## config.mk

```make
export PLATFORM = sky130hd
export DESIGN_NAME = bus_region_decoder_flat
export DESIGN_NICKNAME = d
export VERILOG_FILES = /design/src/rtl/brd_pkg.sv /design/src/rtl/brd_chan_if.sv /design/src/rtl/brd_decode.sv /design/src/rtl/bus_region_decoder.sv /design/src/flat_wrapper.sv
export SDC_FILE = /design/constraint.sdc
export NUM_CORES = 1
export LEC_CHECK = 0
export BUFFER_PORTS_ARGS = -buffer_cell sky130_fd_sc_hd__buf_2
export CAP_MARGIN = 20
export CORE_MARGIN = 2
export CORE_UTILIZATION = 65
export DETAILED_ROUTE_END_ITERATION = 16
export PLACE_DENSITY = 0.85
export SYNTH_ARGS = -nofsm -noshare
export SYNTH_HDL_FRONTEND = slang
export SYNTH_SLANG_ARGS = --single-unit
```

## constraint.sdc

```tcl
create_clock -name clk_i -period 13.6 [get_ports clk_i]
set_clock_uncertainty 0.15 [all_clocks]
set_input_delay 2.72 -clock clk_i [delete_from_list [all_inputs] [get_ports clk_i]]
set_output_delay 2.72 -clock clk_i [all_outputs]
set_load 0.005 [all_outputs]
```

## src/rtl/brd_pkg.sv

```systemverilog
package brd_pkg;

  localparam int unsigned MaxRegions     = 4;
  localparam int unsigned RegionsDefault = 4;
  localparam int unsigned AddrW          = 32;
  localparam int unsigned DataW          = 32;
  localparam int unsigned LanesW         = DataW / 8;
  localparam int unsigned KindW          = 3;
  localparam int unsigned SizeW          = 3;
  localparam int unsigned CfgIdxW        = 3;
  localparam int unsigned CfgDataW       = 64;

  // Configuration register indexes
  localparam logic [CfgIdxW-1:0] CFG_WINDOW_0 = 3'd0;
  localparam logic [CfgIdxW-1:0] CFG_KINDS    = 3'd4;

  // Window kinds; codes above KIND_DEV_RW count as empty
  localparam logic [KindW-1:0] KIND_EMPTY  = 3'd0;
  localparam logic [KindW-1:0] KIND_RAM    = 3'd1;
  localparam logic [KindW-1:0] KIND_ROM    = 3'd2;
  localparam logic [KindW-1:0] KIND_DEV_RD = 3'd3;
  localparam logic [KindW-1:0] KIND_DEV_WR = 3'd4;
  localparam logic [KindW-1:0] KIND_DEV_RW = 3'd5;

  // Access sizes in bytes
  localparam logic [SizeW-1:0] SIZE_BYTE = 3'd1;
  localparam logic [SizeW-1:0] SIZE_HALF = 3'd2;
  localparam logic [SizeW-1:0] SIZE_WORD = 3'd4;

  localparam logic CMD_READ  = 1'b0;
  localparam logic CMD_WRITE = 1'b1;

  typedef enum logic [1:0] {
    STATUS_MEM    = 2'd0,
    STATUS_DEV    = 2'd1,
    STATUS_REJECT = 2'd2,
    STATUS_FAULT  = 2'd3
  } status_e;

  typedef struct packed {
    logic             command;
    logic [AddrW-1:0] address;
    logic [SizeW-1:0] access_bytes;
    logic [DataW-1:0] write_value;
    logic [DataW-1:0] fetched_word;
  } req_t;

  typedef struct packed {
    status_e           status;
    logic [1:0]        region_index;
    logic [AddrW-1:0]  region_offset;
    logic [LanesW-1:0] byte_enable;
    logic [DataW-1:0]  data;
    logic              fault_seen;
    logic [AddrW-1:0]  fault_location;
  } rsp_t;

endpackage

```

## src/rtl/brd_chan_if.sv

```systemverilog
interface brd_chan_if #(
  parameter type payload_t = logic
);
  logic     valid;
  logic     ready;
  payload_t payload;

  modport source (output valid, output payload, input ready);
  modport sink (input valid, input payload, output ready);
endinterface

```

## src/rtl/brd_decode.sv

```systemverilog
module brd_decode import brd_pkg::*; #(
  parameter int unsigned REGIONS = RegionsDefault
) (
  input  req_t                               req_i,
  input  logic [REGIONS-1:0][CfgDataW-1:0]   windows_i,
  input  logic [REGIONS-1:0][KindW-1:0]      kinds_i,
  input  logic                               fault_flag_i,
  input  logic [AddrW-1:0]                   fault_addr_i,
  output rsp_t                               rsp_o,
  output logic                               fault_set_o
);

  logic [REGIONS-1:0] hit;
  logic [REGIONS-1:0][AddrW-1:0] base;
  logic               size_ok;
  logic               found;
  logic [1:0]         idx;
  logic [KindW-1:0]   kind;
  logic [AddrW-1:0]   offset;
  logic [LanesW-1:0]  size_lanes;
  logic [LanesW-1:0]  lanes;
  logic [4:0]         shamt;
  logic [DataW-1:0]   wval_sh;
  logic [DataW-1:0]   rd_mask;
  logic [DataW-1:0]   merged;
  logic [AddrW:0]     acc_end;

  assign acc_end = {1'b0, req_i.address} + (AddrW+1)'(req_i.access_bytes);

  // Size and natural alignment
  always_comb begin
    size_ok    = 1'b0;
    size_lanes = '0;
    case (req_i.access_bytes)
      SIZE_BYTE: begin
        size_ok    = 1'b1;
        size_lanes = 4'b0001;
      end
      SIZE_HALF: begin
        size_ok    = ~req_i.address[0];
        size_lanes = 4'b0011;
      end
      SIZE_WORD: begin
        size_ok    = (req_i.address[1:0] == 2'b00);
        size_lanes = 4'b1111;
      end
      default: begin
        size_ok    = 1'b0;
        size_lanes = '0;
      end
    endcase
  end

  // Window compares run side by side
  for (genvar g = 0; g < REGIONS; g++) begin : g_win
    logic [AddrW:0] lim;
    logic           live;
    assign base[g] = {windows_i[g][AddrW-1:2], 2'b00};
    assign lim     = {1'b0, base[g]} + {1'b0, windows_i[g][CfgDataW-1:AddrW]};
    assign live    = (kinds_i[g] != KIND_EMPTY) && (kinds_i[g] <= KIND_DEV_RW);
    assign hit[g]  = live && (req_i.address >= base[g]) && (acc_end <= lim);
  end

  // Lowest matching window wins
  always_comb begin
    found  = 1'b0;
    idx    = '0;
    kind   = KIND_EMPTY;
    offset = '0;
    for (int i = REGIONS - 1; i >= 0; i--) begin
      if (hit[i]) begin
        found  = 1'b1;
        idx    = 2'(i);
        kind   = kinds_i[i];
        offset = req_i.address - base[i];
      end
    end
  end

  assign shamt   = {req_i.address[1:0], 3'b000};
  assign lanes   = size_lanes << req_i.address[1:0];
  assign wval_sh = req_i.write_value << shamt;

  always_comb begin
    for (int b = 0; b < LanesW; b++) begin
      rd_mask[8*b +: 8] = {8{size_lanes[b]}};
      merged[8*b +: 8]  = lanes[b] ? wval_sh[8*b +: 8] : req_i.fetched_word[8*b +: 8];
    end
  end

  always_comb begin
    rsp_o       = '0;
    fault_set_o = 1'b0;
    if (!size_ok) begin
      rsp_o.status = STATUS_REJECT;
    end else if (!found) begin
      fault_set_o = 1'b1;
    end else begin
      rsp_o.region_index  = idx;
      rsp_o.region_offset = offset;
      if (kind == KIND_RAM || kind == KIND_ROM) begin
        if (req_i.command == CMD_READ) begin
          rsp_o.status      = STATUS_MEM;
          rsp_o.byte_enable = lanes;
          rsp_o.data        = (req_i.fetched_word >> shamt) & rd_mask;
        end else if (kind == KIND_RAM) begin
          rsp_o.status      = STATUS_MEM;
          rsp_o.byte_enable = lanes;
          rsp_o.data        = merged;
        end else begin
          fault_set_o = 1'b1;
        end
      end else if (req_i.command == CMD_WRITE) begin
        if (kind == KIND_DEV_WR || kind == KIND_DEV_RW) begin
          rsp_o.status      = STATUS_DEV;
          rsp_o.byte_enable = lanes;
          rsp_o.data        = req_i.write_value;
        end else begin
          fault_set_o = 1'b1;
        end
      end else begin
        if (kind == KIND_DEV_RD || kind == KIND_DEV_RW) begin
          rsp_o.status      = STATUS_DEV;
          rsp_o.byte_enable = lanes;
        end else begin
          fault_set_o = 1'b1;
        end
      end
    end
    if (fault_set_o) begin
      rsp_o.status      = STATUS_FAULT;
      rsp_o.byte_enable = '0;
      rsp_o.data        = '0;
    end
    rsp_o.fault_seen     = fault_set_o | fault_flag_i;
    rsp_o.fault_location = fault_set_o ? req_i.address : fault_addr_i;
  end

endmodule

```

## src/rtl/bus_region_decoder.sv

```systemverilog
// Bus region decoder: an accepted transaction passes through the input register,
// the combinational decode stage and then the result register, which offers it.
// Throughput is one transaction per cycle while the response sink keeps taking
// results; the window compares of all regions run in parallel in the single
// decode stage between the two registers.
// Reset clears both pipeline valids, the window, kind and sticky fault registers.
module bus_region_decoder import brd_pkg::*; #(
  parameter int unsigned REGIONS = RegionsDefault
) (
  input  logic                clk_i,
  input  logic                rst_ni,
  input  logic                cfg_we_i,
  input  logic [CfgIdxW-1:0]  cfg_index_i,
  input  logic [CfgDataW-1:0] cfg_data_i,
  brd_chan_if.sink            req_i,
  brd_chan_if.source          rsp_o
);

  // Configuration registers
  logic [REGIONS-1:0][CfgDataW-1:0] windows_q;
  logic [REGIONS-1:0][KindW-1:0]    kinds_q;

  // Sticky fault state
  logic             fault_flag_q;
  logic [AddrW-1:0] fault_addr_q;

  // Input register
  logic s1_valid_q;
  req_t s1_req_q;

  // Result register
  logic s2_valid_q;
  rsp_t s2_rsp_q;

  logic s1_advance;
  rsp_t dec_rsp;
  logic dec_fault;

  // One window register per configured region; writes to absent regions drop.
  for (genvar g = 0; g < REGIONS; g++) begin : g_cfg
    always_ff @(posedge clk_i or negedge rst_ni) begin
      if (!rst_ni) begin
        windows_q[g] <= '0;
      end else if (cfg_we_i && cfg_index_i == CFG_WINDOW_0 + CfgIdxW'(g)) begin
        windows_q[g] <= cfg_data_i;
      end
    end
  end

  // Kind fields are packed three bits per region.
  always_ff @(posedge clk_i or negedge rst_ni) begin
    if (!rst_ni) begin
      kinds_q <= '0;
    end else if (cfg_we_i && cfg_index_i == CFG_KINDS) begin
      kinds_q <= cfg_data_i[KindW*REGIONS-1:0];
    end
  end

  // The decode stage moves on when the result register is empty or draining.
  assign s1_advance = !s2_valid_q || rsp_o.ready;
  assign req_i.ready = !s1_valid_q || s1_advance;

  always_ff @(posedge clk_i or negedge rst_ni) begin
    if (!rst_ni) begin
      s1_valid_q <= 1'b0;
    end else if (req_i.ready) begin
      s1_valid_q <= req_i.valid;
    end
  end

  always_ff @(posedge clk_i) begin
    if (req_i.valid && req_i.ready) begin
      s1_req_q <= req_i.payload;
    end
  end

  brd_decode #(
    .REGIONS (REGIONS)
  ) u_decode (
    .req_i        (s1_req_q),
    .windows_i    (windows_q),
    .kinds_i      (kinds_q),
    .fault_flag_i (fault_flag_q),
    .fault_addr_i (fault_addr_q),
    .rsp_o        (dec_rsp),
    .fault_set_o  (dec_fault)
  );

  // Update the fault state only as the transaction leaves decode, so
  // transactions see it strictly in order.
  always_ff @(posedge clk_i or negedge rst_ni) begin
    if (!rst_ni) begin
      fault_flag_q <= 1'b0;
      fault_addr_q <= '0;
    end else if (s1_valid_q && s1_advance && dec_fault) begin
      fault_flag_q <= 1'b1;
      fault_addr_q <= s1_req_q.address;
    end
  end

  always_ff @(posedge clk_i or negedge rst_ni) begin
    if (!rst_ni) begin
      s2_valid_q <= 1'b0;
    end else if (s1_advance) begin
      s2_valid_q <= s1_valid_q;
    end
  end

  // Hold the result while the sink stalls.
  always_ff @(posedge clk_i) begin
    if (s1_valid_q && s1_advance) begin
      s2_rsp_q <= dec_rsp;
    end
  end

  assign rsp_o.valid   = s2_valid_q;
  assign rsp_o.payload = s2_rsp_q;

endmodule

```

## src/flat_wrapper.sv

```systemverilog
// flat-port wrapper written by rule: the top's interface ports become plain ports
module bus_region_decoder_flat import brd_pkg::*;
#(
  parameter int unsigned REGIONS = RegionsDefault
)
  (clk_i, rst_ni, cfg_we_i, cfg_index_i, cfg_data_i, req_i_valid, req_i_payload, req_i_ready, rsp_o_valid, rsp_o_payload, rsp_o_ready);
  brd_chan_if #(.payload_t(req_t)) req_i_i ();
  brd_chan_if #(.payload_t(rsp_t)) rsp_o_i ();
  input  logic clk_i;
  input  logic rst_ni;
  input  logic cfg_we_i;
  input  logic [CfgIdxW-1:0] cfg_index_i;
  input  logic [CfgDataW-1:0] cfg_data_i;
  input wire logic [$bits(req_i_i.valid)-1:0] req_i_valid;
  input wire logic [$bits(req_i_i.payload)-1:0] req_i_payload;
  output wire logic [$bits(req_i_i.ready)-1:0] req_i_ready;
  output wire logic [$bits(rsp_o_i.valid)-1:0] rsp_o_valid;
  output wire logic [$bits(rsp_o_i.payload)-1:0] rsp_o_payload;
  input wire logic [$bits(rsp_o_i.ready)-1:0] rsp_o_ready;
  assign req_i_i.valid = req_i_valid;
  assign req_i_i.payload = req_i_payload;
  assign req_i_ready = req_i_i.ready;
  assign rsp_o_valid = rsp_o_i.valid;
  assign rsp_o_payload = rsp_o_i.payload;
  assign rsp_o_i.ready = rsp_o_ready;
  bus_region_decoder #(.REGIONS(REGIONS)) u_core (.clk_i(clk_i), .rst_ni(rst_ni), .cfg_we_i(cfg_we_i), .cfg_index_i(cfg_index_i), .cfg_data_i(cfg_data_i), .req_i(req_i_i), .rsp_o(rsp_o_i));
endmodule
```

# Word-level counts from Yosys, hierarchy flattened
# Index checks and enable logic that the tools add are counted.
# classes
multipliers	0
addsub	9
shift	3
div_mod_pow	0
n_bitwise	5
reduce_logical	38
mux	44
eq_ne	12
n_lt_le_gt_ge	12
# op_table
operator	count
32-bit two-way mux	6
36-bit two-way mux	4
32-bit by 32-bit adder with 33-bit output	4
33-bit <= comparator	4
32-bit greater-or-equal comparator	4
32-bit subtractor	4
72-bit two-way mux	1
32-bit by 3-bit adder with 33-bit output	1
32-bit bitwise AND	1
8-bit two-way mux	4
32-bit by 5-bit left shift with 32-bit output	1
32-bit by 5-bit right shift with 32-bit output	1
1-bit logical AND	20
3-bit by 2-bit equality test with 1-bit output, second input constant	5
1-bit two-way mux	15
3-bit equality test, second input constant	4
3-bit <= comparator, second input constant	4
2-bit two-way mux	6
3-bit two-way mux	4
4-bit one-hot mux with 3 select lines	1
3-bit nonzero test	4
3-bit by 1-bit equality test with 1-bit output, second input constant	3
4-bit two-way mux	2
3-bit OR reduction	2
other kinds (11)	18
# totals
ramBits	0
latch_bits	0
inputBits	172
romBits	0
reg_bits	508
mem_count	0
word_cells	149

# Depth between registers and ports, before layout
# depth
depth_word	16
ltp_mapped	30
depth_no_buf	28

# Hierarchy
# From an unflattened synthesis, not the netlist that was laid out.
# hier_totals
cells_unflattened	3459
hier_area_um2	36647.6
# by_module_without_submodules
mod	cells_each	area_each_um2	seq_area_each_um2	n_inst
brd_decode	2604	18501.5	0.0	1
bus_region_decoder	855	18146.2	13738.2	1

# Least setup slack after synthesis
# OpenSTA, ideal clock, no wires.
# synth_timing
kind	input to register
startpoint	input port rsp_o_ready
endpoint	register u_core.fault_addr_q[10]
arrival_ps	6279
t_required_ps	13322
path_stages	5
slack_ps	7043
setup_ps	128
cell_sequence	nand2b_1 > and2_1 > nand3_2 > buf_2 > mux2_1
# synth_via
elab_chain_len	3
# synth_rtl
item	line_no	text
start, declared	flat_wrapper.sv:19	input wire logic [$bits(rsp_o_i.ready)-1:0] rsp_o_ready;
1-bit logical OR	bus_region_decoder.sv:60	assign s1_advance = !s2_valid_q || rsp_o.ready;
1-bit logical AND (2 in series)	bus_region_decoder.sv:95	end else if (s1_valid_q && s1_advance && dec_fault) begin
end signal, assigned	bus_region_decoder.sv:97	fault_addr_q <= s1_req_q.address;
end, declared	bus_region_decoder.sv:25	logic [AddrW-1:0] fault_addr_q;
# Every way passes these cells.
# A chain may end at the register's enable or synchronous reset.

==> metrics <==
final slew viol count 0; Total Routing Usage GR 40.74%; number of synthesized flops with an enable pin 205; count of input and output buffers 278; most common cell after layout, fill and taps aside ha_1; nets@finish 4418; CTS Hold Buffers Added 0; Worst Setup End Kind register; non-filler cells, final 4613; top cell type's share of synthesized area 20.86%; CTS H-tree depth 2; Synth Cell Area 35390 um^2; critical path data arrival time 9.48 ns; syn nets 4153; TNS Setup 0 ns; Die Ht 237.3 um; post-synthesis sequential area ratio 38.26%; slowest CP cell o21a_1; initial antenna violation count 9; number of library cell types mapped by synthesis 90; Clock Latency Late Sink 0.64 ns; Worst-path clk slew 0.06 ns; crit-path most repeated cell nor2_1; Relative slew margins 24.82%; Fillers 3853; drt pass-1 iters 7; share of cells above drive strength 1 16.38%; Post-Synthesis Cells 3597; CP Buf/Inv Count 2; Yosys top cell by area dfrtp_1; highest clock rate 107.9 MHz; peak supply drop 0.1465 mV; TritonCTS Sinks 500; power per cell area 189.2 nW/um^2; most frequent cells in the layout 375 x ha_1, 295 x nand2_1, 295 x dfrtp_1; type of origin of the critical path register; DR DRC count 0; mean post-synth cell area 9.838 um^2; IO Pins 279; total of max-cap violations 0; Post-synth ARST share 59.00%; DR WL/cell 25.20 um; FP Rows 85; HPWL after DPL 87.74 mm; type of the most critical hold path register to register; CTS Root Cell clkbuf_16; crit path time final 9.264 ns; largest net degree at the start of global routing 102; critical path class register to register; # Post-CTS Setup Buffers 0; die area 56330 um^2; Initial Utilization 65.76%; DRT iter0 DRCs 3339; CTS tree done; Placed Cells 4501; Routed WL 116.3 mm; #FFs+latches synth 500; Detail Route Antenna Nets 0; via count 30630; Setup violations, final 0; Critical Path RT 13.82 ns; CTS Buf Count 54; core area 53810 um^2; max incr delay on CP 0.80 ns; Syn-to-layout area delta 11.71%; CP Max Fanout 67; Hold Vio Cnt, Final 0; RSZ-0062 raised after global routing no; top_reg_cell synth dfrtp_1; Clock Path Buffers 3; grt total ovfl 0; top cells by area, synth dfrtp_1 21%, edfxtp_1 17%, ha_1 13%; Tcrit/Tclk final 68.12%; vias in the first global route 29700; drt via density 6.639; first-pass GRT wire length 174.2 mm; die width 237.3 um; final RePlAce weighted congestion 1.032; result of the run completed; YS warnings 0; Largest delay share family, worst path compound AO/OA/AOI/OAI gates; LEAKAGE 17.67 nW; worst-margin pin slew 1.128 ns; post-cts sizing count 0
[metal layers]
metal	up-vias	track usage, %	part of all wire (%)
li1	13890	-	-
met1	14550	50.27	38
met2	1717	64.34	45
met3	464	7.467	8.5
met4	2	30.15	8.5
met5	-	0	0.0060
[cells in the mapped netlist (9+ instances only)]
library cell / instances
fa_1: 9
nor3_1: 55
a32oi_1: 11
xor2_1: 115
nand2b_1: 51
a21oi_1: 288
buf_2: 11
ha_1: 375
mux2_2: 195
or3_1: 22
mux2_1: 50
a31oi_1: 32
and3_1: 35
o211ai_1: 17
a2111oi_0: 11
o31ai_1: 10
clkbuf_1: 69
xnor2_1: 115
mux2i_1: 42
nand2_1: 295
inv_1: 191
a211oi_1: 53
nand4_1: 51
dfrtp_1: 295
nor4_1: 13
and2_1: 12
nand3_1: 89
nor2b_1: 38
o22ai_1: 38
o221ai_1: 10
buf_1: 19
o21a_1: 25
a22o_1: 25
or2_2: 18
o21ai_0: 244
nor2_1: 191
o21bai_1: 28
a21o_1: 102
edfxtp_1: 205
[state kept, by name, summed over array words and instances, names as in the netlist]
name                  cells
u_core.fault_addr_q      32
u_core.fault_flag_q       1
u_core.kinds_q           12
u_core.rsp_o.payload    105
u_core.rsp_o.valid        1
u_core.s1_req_q         100
u_core.s1_valid_q         1
u_core.windows_q        248
[layout make-up]
type                    count  area [um^2]  share of cell area [%]
flip-flops and latches    500        13540                   34.25
repair buffers            309         1642                   4.153
clock inverters            31        455.4                   1.152
well taps                 696        870.8                   2.203
diodes                      9        22.52                 0.05697
inverters                 191        716.9                   1.814
multi-input cells        2806        20800                   52.62
clock buffers              71         1485                   3.757
[report_power, final]
part | switching [W] | total [W] | internal [W]
logic | 0.00222 | 0.00373 | 0.00151
clock network | 0.000668 | 0.00162 | 0.000951
registers | 0.000231 | 0.00213 | 0.00190
total | 0.00312 | 0.00748 | 0.00436
[stage by stage]
| step | util, % | power, W | setup slack (ns) | instance area (um^2) | hold WS, ns |
|---|---|---|---|---|---|
| CTS | 73.40 | 0.007364 | 4.662 | 39500 | 0.3136 |
| floorplan | - | 0.004663 | 7.043 | 35390 | 0.2747 |
| finish | 73.46 | 0.007479 | 4.336 | 39530 | 0.3112 |
| global route | 73.44 | 0.007898 | 3.828 | 39520 | 0.3437 |
| global placement | 69.77 | 0.005628 | 4.988 | 37550 | 0.2932 |
| detailed placement | 69.80 | 0.005712 | 4.721 | 37560 | 0.3008 |
[cells by family (layout without fill, tap and decap cells)]
family / after synthesis / count (layout) / share of synthesized area (%)
simple gates: 910 / 910 / 12.34
mux: 287 / 287 / 8.984
flops: 500 / 500 / 38.26
fa+ha+maj: 384 / 384 / 13.77
buf+inv: 291 / 602 / 3.147
xor+xnor: 230 / 230 / 5.692
other cells: 0 / 9 / 0
compound gates: 995 / 995 / 17.82
[path summary, 6_finish.rpt]
| path | from | end | slack, ns | depth (start not counted) |
|---|---|---|---|---|
| hold reg to reg | u_core.fault_flag_q | u_core.fault_flag_q | 0.31 | 1 |
| max in group asynchronous | rst_ni | u_core.windows_q[253] | 9.08 | 3 |
| min in group asynchronous | rst_ni | u_core.windows_q[162] | 1.96 | 1 |
| setup reg to reg | u_core.s1_req_q[67] | u_core.rsp_o.payload[21] | 4.34 | 25 |
| setup / recovery | u_core.s1_req_q[67] | u_core.rsp_o.payload[21] | 4.34 | 25 |
| hold / removal | u_core.fault_flag_q | u_core.fault_flag_q | 0.31 | 1 |
No activity file was read; power rests on OpenSTA's default activity.
